==> src/rtl/core/jtok_pkg.sv <==
package jtok_pkg;

  localparam int unsigned MANT_OUT_W = 60;
  localparam int unsigned EXP_W      = 12;

  // character codes
  localparam logic [7:0] CH_QUOTE  = 8'h22;
  localparam logic [7:0] CH_BSLASH = 8'h5C;
  localparam logic [7:0] CH_MINUS  = 8'h2D;
  localparam logic [7:0] CH_PLUS   = 8'h2B;
  localparam logic [7:0] CH_DOT    = 8'h2E;
  localparam logic [7:0] CH_COLON  = 8'h3A;
  localparam logic [7:0] CH_COMMA  = 8'h2C;
  localparam logic [7:0] CH_LBRACE = 8'h7B;
  localparam logic [7:0] CH_RBRACE = 8'h7D;
  localparam logic [7:0] CH_LBRACK = 8'h5B;
  localparam logic [7:0] CH_RBRACK = 8'h5D;
  localparam logic [7:0] CH_E_LO   = 8'h65;
  localparam logic [7:0] CH_E_UP   = 8'h45;

  typedef enum logic [3:0] {
    K_PUNCT    = 4'd0,
    K_TRUE     = 4'd1,
    K_FALSE    = 4'd2,
    K_NULL     = 4'd3,
    K_STR_BYTE = 4'd4,
    K_STR_END  = 4'd5,
    K_NUMBER   = 4'd6,
    K_ERROR    = 4'd7,
    K_END      = 4'd8
  } kind_t;

  typedef enum logic [2:0] {
    E_UNEXPECTED = 3'd0,
    E_END_ESCAPE = 3'd1,
    E_NO_QUOTE   = 3'd2,
    E_KEYWORD    = 3'd3,
    E_DIGIT      = 3'd4
  } err_t;

  typedef enum logic [3:0] {
    M_IDLE, M_STR, M_ESC, M_KW, M_NSIGN, M_NINT, M_NDOT, M_NFRAC,
    M_NE, M_NESIGN, M_NEXP, M_ERROR
  } mode_t;

  typedef struct packed {
    logic       action;
    logic [7:0] text_byte;
  } in_word_t;

  typedef struct packed {
    kind_t                   kind;
    logic [7:0]              char_value;
    logic                    negative;
    logic [MANT_OUT_W-1:0]   mantissa;
    logic signed [EXP_W-1:0] exponent;
    logic                    inexact;
    err_t                    error_code;
    logic                    last;
  } out_word_t;

endpackage

==> src/rtl/core/json_tokenizer.sv <==
// json_tokenizer: streaming JSON lexer, one text byte per word.
// An input word's first result is registered and presented the cycle after the word is accepted.
// Throughput: 1 input word per cycle while each word yields at most one result and
// out_stall is low; a two-result word holds the input until its first result drains
// (one slot drains per unstalled cycle). Set by the 2-entry output buffer and single read port.
// Reset: rst_n low (synchronous) clears mode, keyword/number state and the buffer.
module json_tokenizer
  import jtok_pkg::*;
#(
  parameter int unsigned KEYWORD_LEN   = 7,
  parameter int unsigned MANTISSA_BITS = 60
) (
  input  logic      clk,
  input  logic      rst_n,
  input  logic      in_valid,
  output logic      in_stall,
  input  in_word_t  in_word,
  output logic      out_valid,
  input  logic      out_stall,
  output out_word_t out_word
);

  // Mantissa register never needs more than 60 bits: the decimal cap fits.
  localparam int unsigned MANT_W = (MANTISSA_BITS < MANT_OUT_W) ? MANTISSA_BITS : MANT_OUT_W;
  localparam int unsigned IDX_W  = $clog2(KEYWORD_LEN);
  localparam int unsigned CNT_W  = $clog2(KEYWORD_LEN + 1);

  // Saturation limit: min(2^MANTISSA_BITS-1, 10^18-1).
  localparam logic [63:0] LIM = (MANTISSA_BITS >= 60) ? 64'd999999999999999999
                                                      : ((64'd1 << MANTISSA_BITS) - 64'd1);

  localparam logic signed [EXP_W-1:0] FRAC_MAX = 12'sd2047;
  localparam logic signed [EXP_W-1:0] FRAC_MIN = -12'sd2048;

  // ---------------------------------------------------------------------
  // State
  // ---------------------------------------------------------------------
  mode_t                   mode_r,    mode_nxt;
  logic [7:0]              kw_bytes_r [KEYWORD_LEN];
  logic [7:0]              kw_bytes_nxt [KEYWORD_LEN];
  logic [CNT_W-1:0]        kw_cnt_r,  kw_cnt_nxt;
  logic [MANT_W-1:0]       mant_r,    mant_nxt;
  logic signed [EXP_W-1:0] frac_r,    frac_nxt;   // dropped int digits minus kept fraction digits
  logic [EXP_W-1:0]        expv_r,    expv_nxt;   // written exponent magnitude
  logic                    exp_neg_r, exp_neg_nxt;
  logic                    num_neg_r, num_neg_nxt;
  logic                    sat_r,     sat_nxt;

  // Output buffer: q0 is the head, q1 the second result of the same word.
  out_word_t  q0_r, q0_nxt;
  out_word_t  q1_r, q1_nxt;
  logic [1:0] qcnt_r, qcnt_nxt;

  // ---------------------------------------------------------------------
  // Handshake. An input word is taken only when the buffer will be empty,
  // so both of its results always fit.
  // ---------------------------------------------------------------------
  logic pop, step;

  assign out_valid = (qcnt_r != 2'd0);
  assign out_word  = q0_r;
  assign pop       = out_valid && !out_stall;
  assign in_stall  = !((qcnt_r == 2'd0) || ((qcnt_r == 2'd1) && pop));
  assign step      = in_valid && !in_stall;

  // ---------------------------------------------------------------------
  // Byte decode and arithmetic units
  // ---------------------------------------------------------------------
  logic [7:0] c;
  logic       eoi;
  logic       is_sp, is_dg, is_al, is_pu, is_e;
  logic [3:0] d;

  logic       kw_append, kw_close, kw_ok;
  logic       num_close, num_fail, start_go;
  out_word_t  kw_word, num_word;

  logic                    md_fresh, md_frac, md_fits;
  logic [MANT_W-1:0]       md_base;
  logic [63:0]             md_base64, md_prod;
  logic [MANT_W-1:0]       md_m;
  logic signed [EXP_W-1:0] md_base_fd, md_fd;
  logic                    md_sat;

  logic [15:0]      ed_prod;
  logic [EXP_W-1:0] ed_v;
  logic             ed_ovf;

  logic signed [13:0] ne_full;
  logic signed [EXP_W-1:0] ne_exp;
  logic               ne_clamp;

  function automatic out_word_t mk_word(kind_t k, logic [7:0] ch, err_t e);
    out_word_t w;
    w            = '0;
    w.kind       = k;
    w.char_value = ch;
    w.error_code = e;
    return w;
  endfunction

  always_comb begin
    c     = in_word.text_byte;
    eoi   = in_word.action;
    is_sp = (c == 8'h20) || (c == 8'h09) || (c == 8'h0A) ||
            (c == 8'h0B) || (c == 8'h0C) || (c == 8'h0D);
    is_dg = (c >= 8'h30) && (c <= 8'h39);
    is_al = ((c >= 8'h61) && (c <= 8'h7A)) || ((c >= 8'h41) && (c <= 8'h5A));
    is_pu = (c == CH_COLON) || (c == CH_COMMA) || (c == CH_LBRACE) ||
            (c == CH_RBRACE) || (c == CH_LBRACK) || (c == CH_RBRACK);
    is_e  = (c == CH_E_LO) || (c == CH_E_UP);
    d     = is_dg ? c[3:0] : 4'd0;

    // keyword lookup
    kw_append = is_al && (kw_cnt_r < CNT_W'(KEYWORD_LEN));
    kw_close  = (mode_r == M_KW) && !kw_append;
    if ((kw_cnt_r == CNT_W'(4)) && (kw_bytes_r[0] == 8'h74) && (kw_bytes_r[1] == 8'h72) &&
        (kw_bytes_r[2] == 8'h75) && (kw_bytes_r[3] == 8'h65)) begin
      kw_word = mk_word(K_TRUE, 8'h00, E_UNEXPECTED);
      kw_ok   = 1'b1;
    end else if ((kw_cnt_r == CNT_W'(5)) && (kw_bytes_r[0] == 8'h66) &&
                 (kw_bytes_r[1] == 8'h61) && (kw_bytes_r[2] == 8'h6C) &&
                 (kw_bytes_r[3] == 8'h73) && (kw_bytes_r[4] == 8'h65)) begin
      kw_word = mk_word(K_FALSE, 8'h00, E_UNEXPECTED);
      kw_ok   = 1'b1;
    end else if ((kw_cnt_r == CNT_W'(4)) && (kw_bytes_r[0] == 8'h6E) &&
                 (kw_bytes_r[1] == 8'h75) && (kw_bytes_r[2] == 8'h6C) &&
                 (kw_bytes_r[3] == 8'h6C)) begin
      kw_word = mk_word(K_NULL, 8'h00, E_UNEXPECTED);
      kw_ok   = 1'b1;
    end else begin
      kw_word = mk_word(K_ERROR, 8'h00, E_KEYWORD);
      kw_ok   = 1'b0;
    end

    // number end / malformed number on a text byte
    num_close = ((mode_r == M_NINT) && !is_dg && (c != CH_DOT) && !is_e) ||
                ((mode_r == M_NFRAC) && !is_dg && !is_e) ||
                ((mode_r == M_NEXP) && !is_dg);
    num_fail  = (((mode_r == M_NSIGN) || (mode_r == M_NDOT) || (mode_r == M_NESIGN)) &&
                 !is_dg) ||
                ((mode_r == M_NE) && !is_dg && (c != CH_MINUS) && (c != CH_PLUS));

    // the byte starts a new token
    start_go = !eoi && ((mode_r == M_IDLE) || (kw_close && kw_ok) || num_close);

    // mantissa digit: a starting digit works on a cleared number
    md_fresh   = start_go;
    md_frac    = !md_fresh && ((mode_r == M_NDOT) || (mode_r == M_NFRAC));
    md_base    = md_fresh ? '0 : mant_r;
    md_base_fd = md_fresh ? '0 : frac_r;
    md_sat     = md_fresh ? 1'b0 : sat_r;
    md_base64  = 64'(md_base);
    // base is below 2^60, so base*10+9 cannot wrap 64 bits
    md_prod    = (md_base64 << 3) + (md_base64 << 1) + 64'(d);
    md_fits    = (md_prod <= LIM);
    md_m       = md_base;
    md_fd      = md_base_fd;
    if (md_fits) begin
      md_m = md_prod[MANT_W-1:0];
      if (md_frac) begin
        if (md_base_fd > FRAC_MIN) md_fd = md_base_fd - 12'sd1;
        else md_sat = 1'b1;
      end
    end else begin
      if (d != 4'd0) md_sat = 1'b1;
      if (!md_frac) begin
        if (md_base_fd < FRAC_MAX) md_fd = md_base_fd + 12'sd1;
        else md_sat = 1'b1;
      end
    end

    // exponent digit, saturating at 4095
    ed_prod = ({4'b0, expv_r} << 3) + ({4'b0, expv_r} << 1) + {12'b0, d};
    ed_ovf  = (ed_prod[15:12] != 4'd0);
    ed_v    = ed_ovf ? 12'hFFF : ed_prod[11:0];

    // finished number
    ne_full = (exp_neg_r ? -$signed({2'b00, expv_r}) : $signed({2'b00, expv_r})) +
              14'(frac_r);
    ne_clamp = 1'b0;
    if (ne_full > 14'sd2047) begin
      ne_exp   = FRAC_MAX;
      ne_clamp = 1'b1;
    end else if (ne_full < -14'sd2048) begin
      ne_exp   = FRAC_MIN;
      ne_clamp = 1'b1;
    end else begin
      ne_exp = ne_full[EXP_W-1:0];
    end
    num_word          = mk_word(K_NUMBER, 8'h00, E_UNEXPECTED);
    num_word.negative = num_neg_r;
    num_word.mantissa = MANT_OUT_W'(mant_r);
    num_word.exponent = ne_exp;
    num_word.inexact  = sat_r || ne_clamp;
  end

  // ---------------------------------------------------------------------
  // Next state
  // ---------------------------------------------------------------------
  always_comb begin
    mode_nxt     = mode_r;
    kw_bytes_nxt = kw_bytes_r;
    kw_cnt_nxt   = kw_cnt_r;
    mant_nxt     = mant_r;
    frac_nxt     = frac_r;
    expv_nxt     = expv_r;
    exp_neg_nxt  = exp_neg_r;
    num_neg_nxt  = num_neg_r;
    sat_nxt      = sat_r;
    if (step) begin
      if (eoi) begin
        mode_nxt    = M_IDLE;
        kw_cnt_nxt  = '0;
        mant_nxt    = '0;
        frac_nxt    = '0;
        expv_nxt    = '0;
        exp_neg_nxt = 1'b0;
        num_neg_nxt = 1'b0;
        sat_nxt     = 1'b0;
      end else begin
        case (mode_r)
          M_STR: begin
            if (c == CH_BSLASH) mode_nxt = M_ESC;
            else if (c == CH_QUOTE) mode_nxt = M_IDLE;
          end
          M_ESC: mode_nxt = M_STR;
          M_KW: begin
            if (kw_append) begin
              kw_bytes_nxt[kw_cnt_r[IDX_W-1:0]] = c;
              kw_cnt_nxt = kw_cnt_r + CNT_W'(1);
            end else begin
              kw_cnt_nxt = '0;
              mode_nxt   = kw_ok ? M_IDLE : M_ERROR;
            end
          end
          M_NSIGN, M_NDOT: begin
            if (is_dg) begin
              mant_nxt = md_m;
              frac_nxt = md_fd;
              sat_nxt  = md_sat;
              mode_nxt = (mode_r == M_NSIGN) ? M_NINT : M_NFRAC;
            end else begin
              mode_nxt = M_ERROR;
            end
          end
          M_NINT, M_NFRAC: begin
            if (is_dg) begin
              mant_nxt = md_m;
              frac_nxt = md_fd;
              sat_nxt  = md_sat;
            end else if ((mode_r == M_NINT) && (c == CH_DOT)) begin
              mode_nxt = M_NDOT;
            end else if (is_e) begin
              mode_nxt = M_NE;
            end
          end
          M_NE, M_NESIGN: begin
            if (is_dg) begin
              expv_nxt = ed_v;
              sat_nxt  = sat_r || ed_ovf;
              mode_nxt = M_NEXP;
            end else if ((mode_r == M_NE) && (c == CH_MINUS)) begin
              exp_neg_nxt = 1'b1;
              mode_nxt    = M_NESIGN;
            end else if ((mode_r == M_NE) && (c == CH_PLUS)) begin
              mode_nxt = M_NESIGN;
            end else begin
              mode_nxt = M_ERROR;
            end
          end
          M_NEXP: begin
            if (is_dg) begin
              expv_nxt = ed_v;
              sat_nxt  = sat_r || ed_ovf;
            end
          end
          default: ;
        endcase

        if (num_close) begin
          mode_nxt    = M_IDLE;
          mant_nxt    = '0;
          frac_nxt    = '0;
          expv_nxt    = '0;
          exp_neg_nxt = 1'b0;
          num_neg_nxt = 1'b0;
          sat_nxt     = 1'b0;
        end

        // new token on this byte
        if (start_go) begin
          if (c == CH_QUOTE) begin
            mode_nxt = M_STR;
          end else if (c == CH_MINUS) begin
            mant_nxt    = '0;
            frac_nxt    = '0;
            expv_nxt    = '0;
            exp_neg_nxt = 1'b0;
            num_neg_nxt = 1'b1;
            sat_nxt     = 1'b0;
            mode_nxt    = M_NSIGN;
          end else if (is_dg) begin
            mant_nxt    = md_m;
            frac_nxt    = md_fd;
            sat_nxt     = md_sat;
            expv_nxt    = '0;
            exp_neg_nxt = 1'b0;
            num_neg_nxt = 1'b0;
            mode_nxt    = M_NINT;
          end else if (is_al) begin
            kw_bytes_nxt[0] = c;
            kw_cnt_nxt      = CNT_W'(1);
            mode_nxt        = M_KW;
          end else if (!is_sp && !is_pu) begin
            mode_nxt = M_ERROR;
          end
        end
      end
    end
  end

  // ---------------------------------------------------------------------
  // Results of the accepted word: a closing token first, then a new one
  // ---------------------------------------------------------------------
  logic      first_v, second_v;
  out_word_t first_w, second_w;
  out_word_t res_a, res_b;

  always_comb begin
    first_v  = 1'b0;
    second_v = 1'b0;
    first_w  = mk_word(K_PUNCT, 8'h00, E_UNEXPECTED);
    second_w = mk_word(K_PUNCT, 8'h00, E_UNEXPECTED);
    if (eoi) begin
      first_v = 1'b1;
      case (mode_r)
        M_KW:                               first_w = kw_word;
        M_NINT, M_NFRAC, M_NEXP:            first_w = num_word;
        M_NSIGN, M_NDOT, M_NE, M_NESIGN:    first_w = mk_word(K_ERROR, 8'h00, E_DIGIT);
        M_STR:                              first_w = mk_word(K_ERROR, 8'h00, E_NO_QUOTE);
        M_ESC:                              first_w = mk_word(K_ERROR, 8'h00, E_END_ESCAPE);
        default:                            first_v = 1'b0;
      endcase
      second_v = 1'b1;
      second_w = mk_word(K_END, 8'h00, E_UNEXPECTED);
    end else begin
      case (mode_r)
        M_STR: begin
          if (c == CH_QUOTE) begin
            first_v = 1'b1;
            first_w = mk_word(K_STR_END, 8'h00, E_UNEXPECTED);
          end else if (c != CH_BSLASH) begin
            first_v = 1'b1;
            first_w = mk_word(K_STR_BYTE, c, E_UNEXPECTED);
          end
        end
        M_ESC: begin
          first_v = 1'b1;
          first_w = mk_word(K_STR_BYTE, c, E_UNEXPECTED);
        end
        M_KW: begin
          first_v = kw_close;
          first_w = kw_word;
        end
        M_NSIGN, M_NDOT, M_NE, M_NESIGN: begin
          first_v = num_fail;
          first_w = mk_word(K_ERROR, 8'h00, E_DIGIT);
        end
        M_NINT, M_NFRAC, M_NEXP: begin
          first_v = num_close;
          first_w = num_word;
        end
        default: ;
      endcase
      if (start_go) begin
        if (is_pu) begin
          second_v = 1'b1;
          second_w = mk_word(K_PUNCT, c, E_UNEXPECTED);
        end else if (!is_sp && !is_al && !is_dg && (c != CH_QUOTE) && (c != CH_MINUS)) begin
          second_v = 1'b1;
          second_w = mk_word(K_ERROR, 8'h00, E_UNEXPECTED);
        end
      end
    end

    // pack into slots, flag the final one
    res_a = first_v ? first_w : second_w;
    res_b = second_w;
    if (first_v && second_v) res_b.last = 1'b1;
    else res_a.last = 1'b1;
  end

  // ---------------------------------------------------------------------
  // Output buffer update
  // ---------------------------------------------------------------------
  always_comb begin
    q0_nxt   = q0_r;
    q1_nxt   = q1_r;
    qcnt_nxt = qcnt_r;
    if (step) begin
      q0_nxt   = res_a;
      q1_nxt   = res_b;
      qcnt_nxt = {1'b0, first_v} + {1'b0, second_v};
    end else if (pop) begin
      q0_nxt   = q1_r;
      qcnt_nxt = qcnt_r - 2'd1;
    end
  end

  always_ff @(posedge clk) begin
    if (!rst_n) begin
      mode_r    <= M_IDLE;
      kw_cnt_r  <= '0;
      mant_r    <= '0;
      frac_r    <= '0;
      expv_r    <= '0;
      exp_neg_r <= 1'b0;
      num_neg_r <= 1'b0;
      sat_r     <= 1'b0;
      qcnt_r    <= 2'd0;
    end else begin
      mode_r    <= mode_nxt;
      kw_cnt_r  <= kw_cnt_nxt;
      mant_r    <= mant_nxt;
      frac_r    <= frac_nxt;
      expv_r    <= expv_nxt;
      exp_neg_r <= exp_neg_nxt;
      num_neg_r <= num_neg_nxt;
      sat_r     <= sat_nxt;
      qcnt_r    <= qcnt_nxt;
    end
  end

  // payload: keyword letters past the count are never compared
  always_ff @(posedge clk) begin
    kw_bytes_r <= kw_bytes_nxt;
    q0_r       <= q0_nxt;
    q1_r       <= q1_nxt;
  end

endmodule

==> config.mk <==
export PLATFORM = sky130hd
export DESIGN_NAME = json_tokenizer
export DESIGN_NICKNAME = d
export VERILOG_FILES = /design/src/rtl/core/jtok_pkg.sv /design/src/rtl/core/json_tokenizer.sv
export SDC_FILE = /design/constraint.sdc
export NUM_CORES = 1
export LEC_CHECK = 0
export BUFFER_PORTS_ARGS = -buffer_cell sky130_fd_sc_hd__buf_2
export CORE_AREA = 2 2 129 257
export CTS_CLUSTER_DIAMETER = 120
export DETAILED_ROUTE_END_ITERATION = 8
export DIE_AREA = 0 0 131 259
export PLACE_DENSITY = 0.78
export SYNTH_ARGS = -nofsm -noshare
export SYNTH_HDL_FRONTEND = slang
export SYNTH_SLANG_ARGS = --single-unit
==> constraint.sdc <==
create_clock -name clk -period 16.3 [get_ports clk]
set_input_delay 1.63 -clock clk [delete_from_list [all_inputs] [get_ports clk]]
set_output_delay 1.63 -clock clk [all_outputs]
set_load 0.02 [all_outputs]
# Yosys cells after proc, flatten, opt, wreduce, memory -nomap -nowiden
# Cells that the tools add are included.
[totals]
inputBits = 13
register_bits = 332
wordCells = 340
out_inout_bits = 92
[classes]
bitwise = 2
eq_ne = 49
n_addsub = 11
mux = 139
n_reduce_logical = 93
magnitude_cmp = 14
[op_table]
columns = ["operator", "n"]
rows = [
  ["90-bit case mux with 5 select lines", 2],
  ["89-bit two-way mux", 7],
  ["60-bit two-way mux", 10],
  ["90-bit two-way mux", 6],
  ["12-bit two-way mux", 25],
  ["8-bit by 7-bit == test with 1-bit output, second input constant", 19],
  ["56-bit two-way mux", 2],
  ["4-bit two-way mux", 17],
  ["63-bit by 61-bit adder with 64-bit output", 1],
  ["64-bit by 4-bit adder with 64-bit output", 1],
  ["64-bit by 60-bit <= comparator with 1-bit output, second input constant", 1],
  ["56-bit bitwise mux", 1],
  ["8-bit by 6-bit == test with 1-bit output, second input constant", 7],
  ["8-bit two-way mux", 6],
  ["1-bit logical AND", 44],
  ["1-bit two-way mux", 44],
  ["8-bit by 4-bit == test with 1-bit output, second input constant", 5],
  ["8-bit by 6-bit != test with 1-bit output, second input constant", 4],
  ["8-bit demux with 3-bit select", 1],
  ["3-bit two-way mux", 8],
  ["4-bit case mux with 6 select lines", 1],
  ["1-bit logical OR", 23],
  ["15-bit by 13-bit adder with 16-bit output", 1],
  ["16-bit by 4-bit adder with 16-bit output", 1],
  ["42 further kinds", 71],
]

# Longest topological paths before layout
[depth]
word_depth = 25
mapped_depth = 32
depth_no_buf = 27

# Worst setup path after synthesis
# Ideal clock, no wire load.
[synth_timing]
path_type = "in2reg"
startpoint = "input out_stall"
endpoint = "register q0_r, in the netlist out_word[0] (enable)"
setup_time_ns = 0.663
setup_slack_ns = 7.704
path_buffers = 0
t_required_ns = 15.637
t_arrival_ns = 7.933
stages = 1
path_cell_list = "o21ai_0"
[synth_between]
elab_chain_len = 6
[synth_rtl]
columns = ["element", "line_no", "rtl"]
rows = [
  ["start: declaration", "json_tokenizer.sv:19", "input logic out_stall,"],
  ["1-bit logical NOT (*)", "json_tokenizer.sv:62", "assign pop = out_valid && !out_stall;"],
  ["1-bit logical AND (*)", "json_tokenizer.sv:62", ""],
  ["1-bit logical AND", "json_tokenizer.sv:63", "assign in_stall = !((qcnt_r == 2'd0) || ((qcnt_r == 2'd1) && pop));"],
  ["1-bit logical OR", "json_tokenizer.sv:63", ""],
  ["1-bit logical AND", "json_tokenizer.sv:64", "assign step = in_valid && !in_stall;"],
  ["2-bit nonzero test (no source line) (*)", "--", ""],
  ["end signal: assignment", "json_tokenizer.sv:438", "q0_r <= q0_nxt;"],
  ["end: declaration", "json_tokenizer.sv:50", "out_word_t q0_r, q0_nxt;"],
]
# Mark *: on every way between the ends. The rest lies on a longest branch, timed or not.
# A chain may end at the register's enable or synchronous reset.

# Worst setup path after layout
[layout_timing]
startpoint = "input in_word[5] (netlist bit)"
endpoint = "register mant_r[20]"
[layout_between]
elab_chain_len = 23
elab_cells_between_ends = 47
cone_classes = "add/sub: 2; order compare: 7; eq/ne: 5; mux: 11; reduce/logical: 22"
[layout_rtl]
columns = ["element", "line_no", "rtl"]
rows = [
  ["start: declaration", "json_tokenizer.sv:17", "input in_word_t in_word,"],
  ["8-bit by 7-bit greater-or-equal comparator with 1-bit output, or another cell as far along", "json_tokenizer.sv:108", "is_al = ((c >= 8'h61) && (c <= 8'h7A)) || ((c >= 8'h41) && (c <= 8'h5A));"],
  ["1-bit logical AND (on tied branches)", "json_tokenizer.sv:108, json_tokenizer.sv:107", ""],
  ["1-bit logical OR or 1-bit logical NOT (tied branches)", "--", ""],
  ["1-bit logical AND (on tied branches)", "json_tokenizer.sv:115, json_tokenizer.sv:137", ""],
  ["1-bit logical NOT or 1-bit logical AND (tied branches)", "json_tokenizer.sv:116, json_tokenizer.sv:137", ""],
  ["1-bit logical AND (on tied branches)", "json_tokenizer.sv:116, json_tokenizer.sv:137", ""],
  ["1-bit logical AND or 1-bit logical OR (tied branches)", "json_tokenizer.sv:145, json_tokenizer.sv:137", ""],
  ["1-bit logical OR (on tied branches)", "json_tokenizer.sv:145, json_tokenizer.sv:138", ""],
  ["(+7 left out)", "--", ""],
  ["60-bit two-way mux", "json_tokenizer.sv:238, json_tokenizer.sv:248", ""],
  ["60-bit two-way mux", "--", ""],
  ["60-bit two-way mux", "json_tokenizer.sv:281", "if (num_close) begin"],
  ["60-bit two-way mux", "json_tokenizer.sv:303", "end else if (is_dg) begin"],
  ["60-bit two-way mux", "json_tokenizer.sv:295", "end else if (c == CH_MINUS) begin"],
  ["60-bit two-way mux", "json_tokenizer.sv:293", "if (c == CH_QUOTE) begin"],
  ["60-bit two-way mux (*)", "json_tokenizer.sv:292", "if (start_go) begin"],
  ["60-bit two-way mux (*)", "json_tokenizer.sv:212", "if (eoi) begin"],
  ["end signal: assignment", "json_tokenizer.sv:425", "mant_r <= mant_nxt;"],
  ["end: declaration", "json_tokenizer.sv:42", "logic [MANT_W-1:0] mant_r, mant_nxt;"],
]
# Marked as above.

==> results.py <==
metrics = {
    "cells_and_area": {
        "nFillCells": 2729,
        "nNetsFinal": 2496,
        "layout_commonest_cell": "nor2_1",
        "final_cell_mix": "nor2_1, nand2_1, o21ai_0",
        "n_antenna_cell": 0,
        "syn2layout_area_growth_pct": 8.25,
        "final_area_mm2": 0.0206,
        "drive_gt1_frac": 0.0966,
    },
    "sta": {
        "fin_tns_setup_ns": 0,
        "finClkSkew_ns": 0.0219,
        "finalHoldViolations": 0,
        "period_share": 0.654,
        "setup_viol": 0,
        "rsz0062_at_grt": "false",
        "slew_headroom": 0.159,
        "report.final.slew_viol_count": 0,
        "fmax_ghz": 0.0938,
        "fin_crit_ns": 10.66,
        "tightest_slew_ns": 1.26,
    },
    "place": {
        "routabilityCongestion": 1.04,
        "dpl-instance-area_mm2": 0.0198,
        "port_buffers": 104,
        "place_hpwl_um": 48600,
    },
    "logic_synthesis": {
        "yosysTopAreaCellShare": 0.223,
        "synthAdderAreaFrac": 0.114,
        "synth_cell_types": 103,
        "syn_inst": 2280,
        "synthTopCellsByArea": "edfxtp_1, ha_1, dfxtp_1",
        "ys_warn_count": 0,
        "synth_compound_area_frac": 0.246,
        "synth_top_cell_by_area": "edfxtp_1",
        "avgSynthCellArea_um2": 8.35,
        "synth_nets": 2463,
        "synth_area_mm2": 0.0190,
        "synthMuxAreaShare": 0.0155,
        "yosys.area_share.simple": 0.226,
        "ys.flop_type": "edfxtp_1",
        "synth-async-reset-ratio": 0,
        "synth-xor-area-share": 0.0341,
        "synth_edf_count": 141,
        "synth-seq-cells": 237,
        "synth_top_family_by_area": "compound AO/OA/AOI/OAI gates",
        "ys_seq_area_frac": 0.324,
    },
    "drt": {
        "ant_nets": 0,
        "drtPass1Iterations": 6,
        "num_vias": 18700,
        "wl_per_cell_um": 24.0,
        "routed_wl_um": 66100,
        "drtIter0Drc": 1725,
        "drc_errors": 0,
        "vias_per_cell": 6.79,
    },
    "clock_tree": {
        "clkTransAtPathRegs_ns": 0.07,
        "cts_root_buf": "clkbuf_16",
        "ctsHoldBuffers": 0,
        "clock_latency_ns": 0.56,
        "htreeDepth": 1,
        "cts_tree": "yes",
        "cts_sinks": 237,
        "cts_resized": 0,
        "cts_made_buffers": 23,
        "post_cts_buffers": 0,
        "clk_path_buf_depth": 3,
    },
    "global_route": {
        "grt_use_total": 0.389,
        "grt_max_degree": 91,
        "grt_pass1_wl_um": 102000,
        "antenna_found_initial": 0,
        "grt_pass1_vias": 19100,
        "grt_overflow": 0,
    },
    "power_and_ir_drop": {
        "p_sw_w": 0.000615,
        "p_comb_frac": 0.250,
        "pwr-share-seq": 0.435,
        "p_per_area_mw_per_mm2": 86.9,
        "peakVddDrop_mv": 0.116,
        "p_int_w": 0.00117,
        "switching_share": 0.344,
        "p_leak_nw": 8.82,
        "clockPowerShare": 0.315,
    },
    "worst_setup_path": {
        "critPathKind": "input pin to register",
        "slowest_stage": "a2111oi_2",
        "worstSetupStartpointType": "input pin",
        "cp_slowest_stage_delay_ns": 0.80,
        "endpoint_kind": "register",
        "crit_required_ns": 16.73,
        "arrival_ns": 11.08,
        "critPathMaxFanout": 71,
        "critPathTopFamily": "compound AO/OA/AOI/OAI gates",
        "cp_num_buf_inv": 5,
    },
    "flow_run": {
        "cap_violations": 0,
    },
    "outcome": {
        "outcome": "finished, final reports clean",
    },
    "floorplanning": {
        "die_h_um": 259,
        "placementRows": 93,
        "num_io_pins": 105,
        "fp.dieW_um": 131,
        "design.core.area_mm2": 0.0320,
        "start_util": 0.595,
        "die_area_mm2": 0.0339,
    },
    "min_path": {
        "hp-class": "register to register",
    },
}
[tightest hold or removal path, cell delays in order (launching register included)]
cell,delay (ns)
dfxtp_1,0.33
nand2_1,0.05
o21ai_1,0.05
[synthesized netlist by cell type (31+ instances only)]
library cell,number
a21o_1,51
a21oi_1,175
a31oi_1,34
and2_1,129
and3_1,31
clkbuf_1,98
dfxtp_1,96
edfxtp_1,141
ha_1,165
inv_1,70
nand2_1,210
nand3_1,39
nor2_1,220
nor3_1,42
o21ai_0,178
o21ai_1,41
xnor2_1,49
[cells by family (layout without fill, tap and decap cells)]
group                    after synthesis  after routing
other                                  1              1
adder cells (fa/ha/maj)              170            170
AND/OR/NAND/NOR                      849            849
buffers and inverters                195            245
flip-flops                           237            237
AO/OA/AOI/OAI                        726            726
XOR/XNOR                              74             74
multiplexers                          28             28
[power by group through the flow]
stage	clock network, W	logic, W	registers [W]
after floorplan	0	0.000170	0.000910
after global placement	0	0.000433	0.000788
after detailed placement	0	0.000440	0.000792
after CTS	0.000570	0.000441	0.000780
after global routing	0.000593	0.000473	0.000788
final	0.000564	0.000446	0.000778
[path summary, 6_finish.rpt]
check / cells past startpoint / endpoint / slack, ns / from
setup / recovery: 27 / mant_r[20] / 5.64 / in_word[5]
hold / removal: 2 / mant_r[34] / 0.47 / mant_r[34]
setup reg to reg: 27 / mant_r[20] / 6.41 / kw_cnt_r[0]
hold reg to reg: 2 / mant_r[34] / 0.47 / mant_r[34]
[cell type report]
class                           instances  area (um2)  share of cell area
Clock inverter                         14         169             0.00820
Clock buffer                           28         604              0.0293
Tap cell                              427         534              0.0259
Sequential cell                       237        6160               0.299
Timing Repair Buffer                  132         731              0.0355
Multi-Input combinational cell       1848       12100               0.589
Inverter                               71         267              0.0129
[stage by stage]
step           hold slack, ns  total power (W)  worst slack [ns]  std cells   util
3_3_place_gp            0.453          0.00122              5.67       2715  0.620
6_report                0.467          0.00179              5.64       2757  0.644
5_1_grt                 0.486          0.00185              5.23       2757  0.644
3_5_place_dp            0.458          0.00123              5.30       2715  0.620
4_1_cts                 0.469          0.00179              5.90       2757  0.644
2_1_floorplan           0.439          0.00108              7.70       2280      -
[metal layers]
layer / up-vias / wire, um / GRT usage
met1: 8702 / 20500 / 0.356
met4: 0 / 7550 / 0.373
met3: 467 / 4520 / 0.0818
met2: 1026 / 33500 / 0.686
met5: - / 0 / 0
li1: 8533 / - / -
Power figures use the tool's default switching activity.
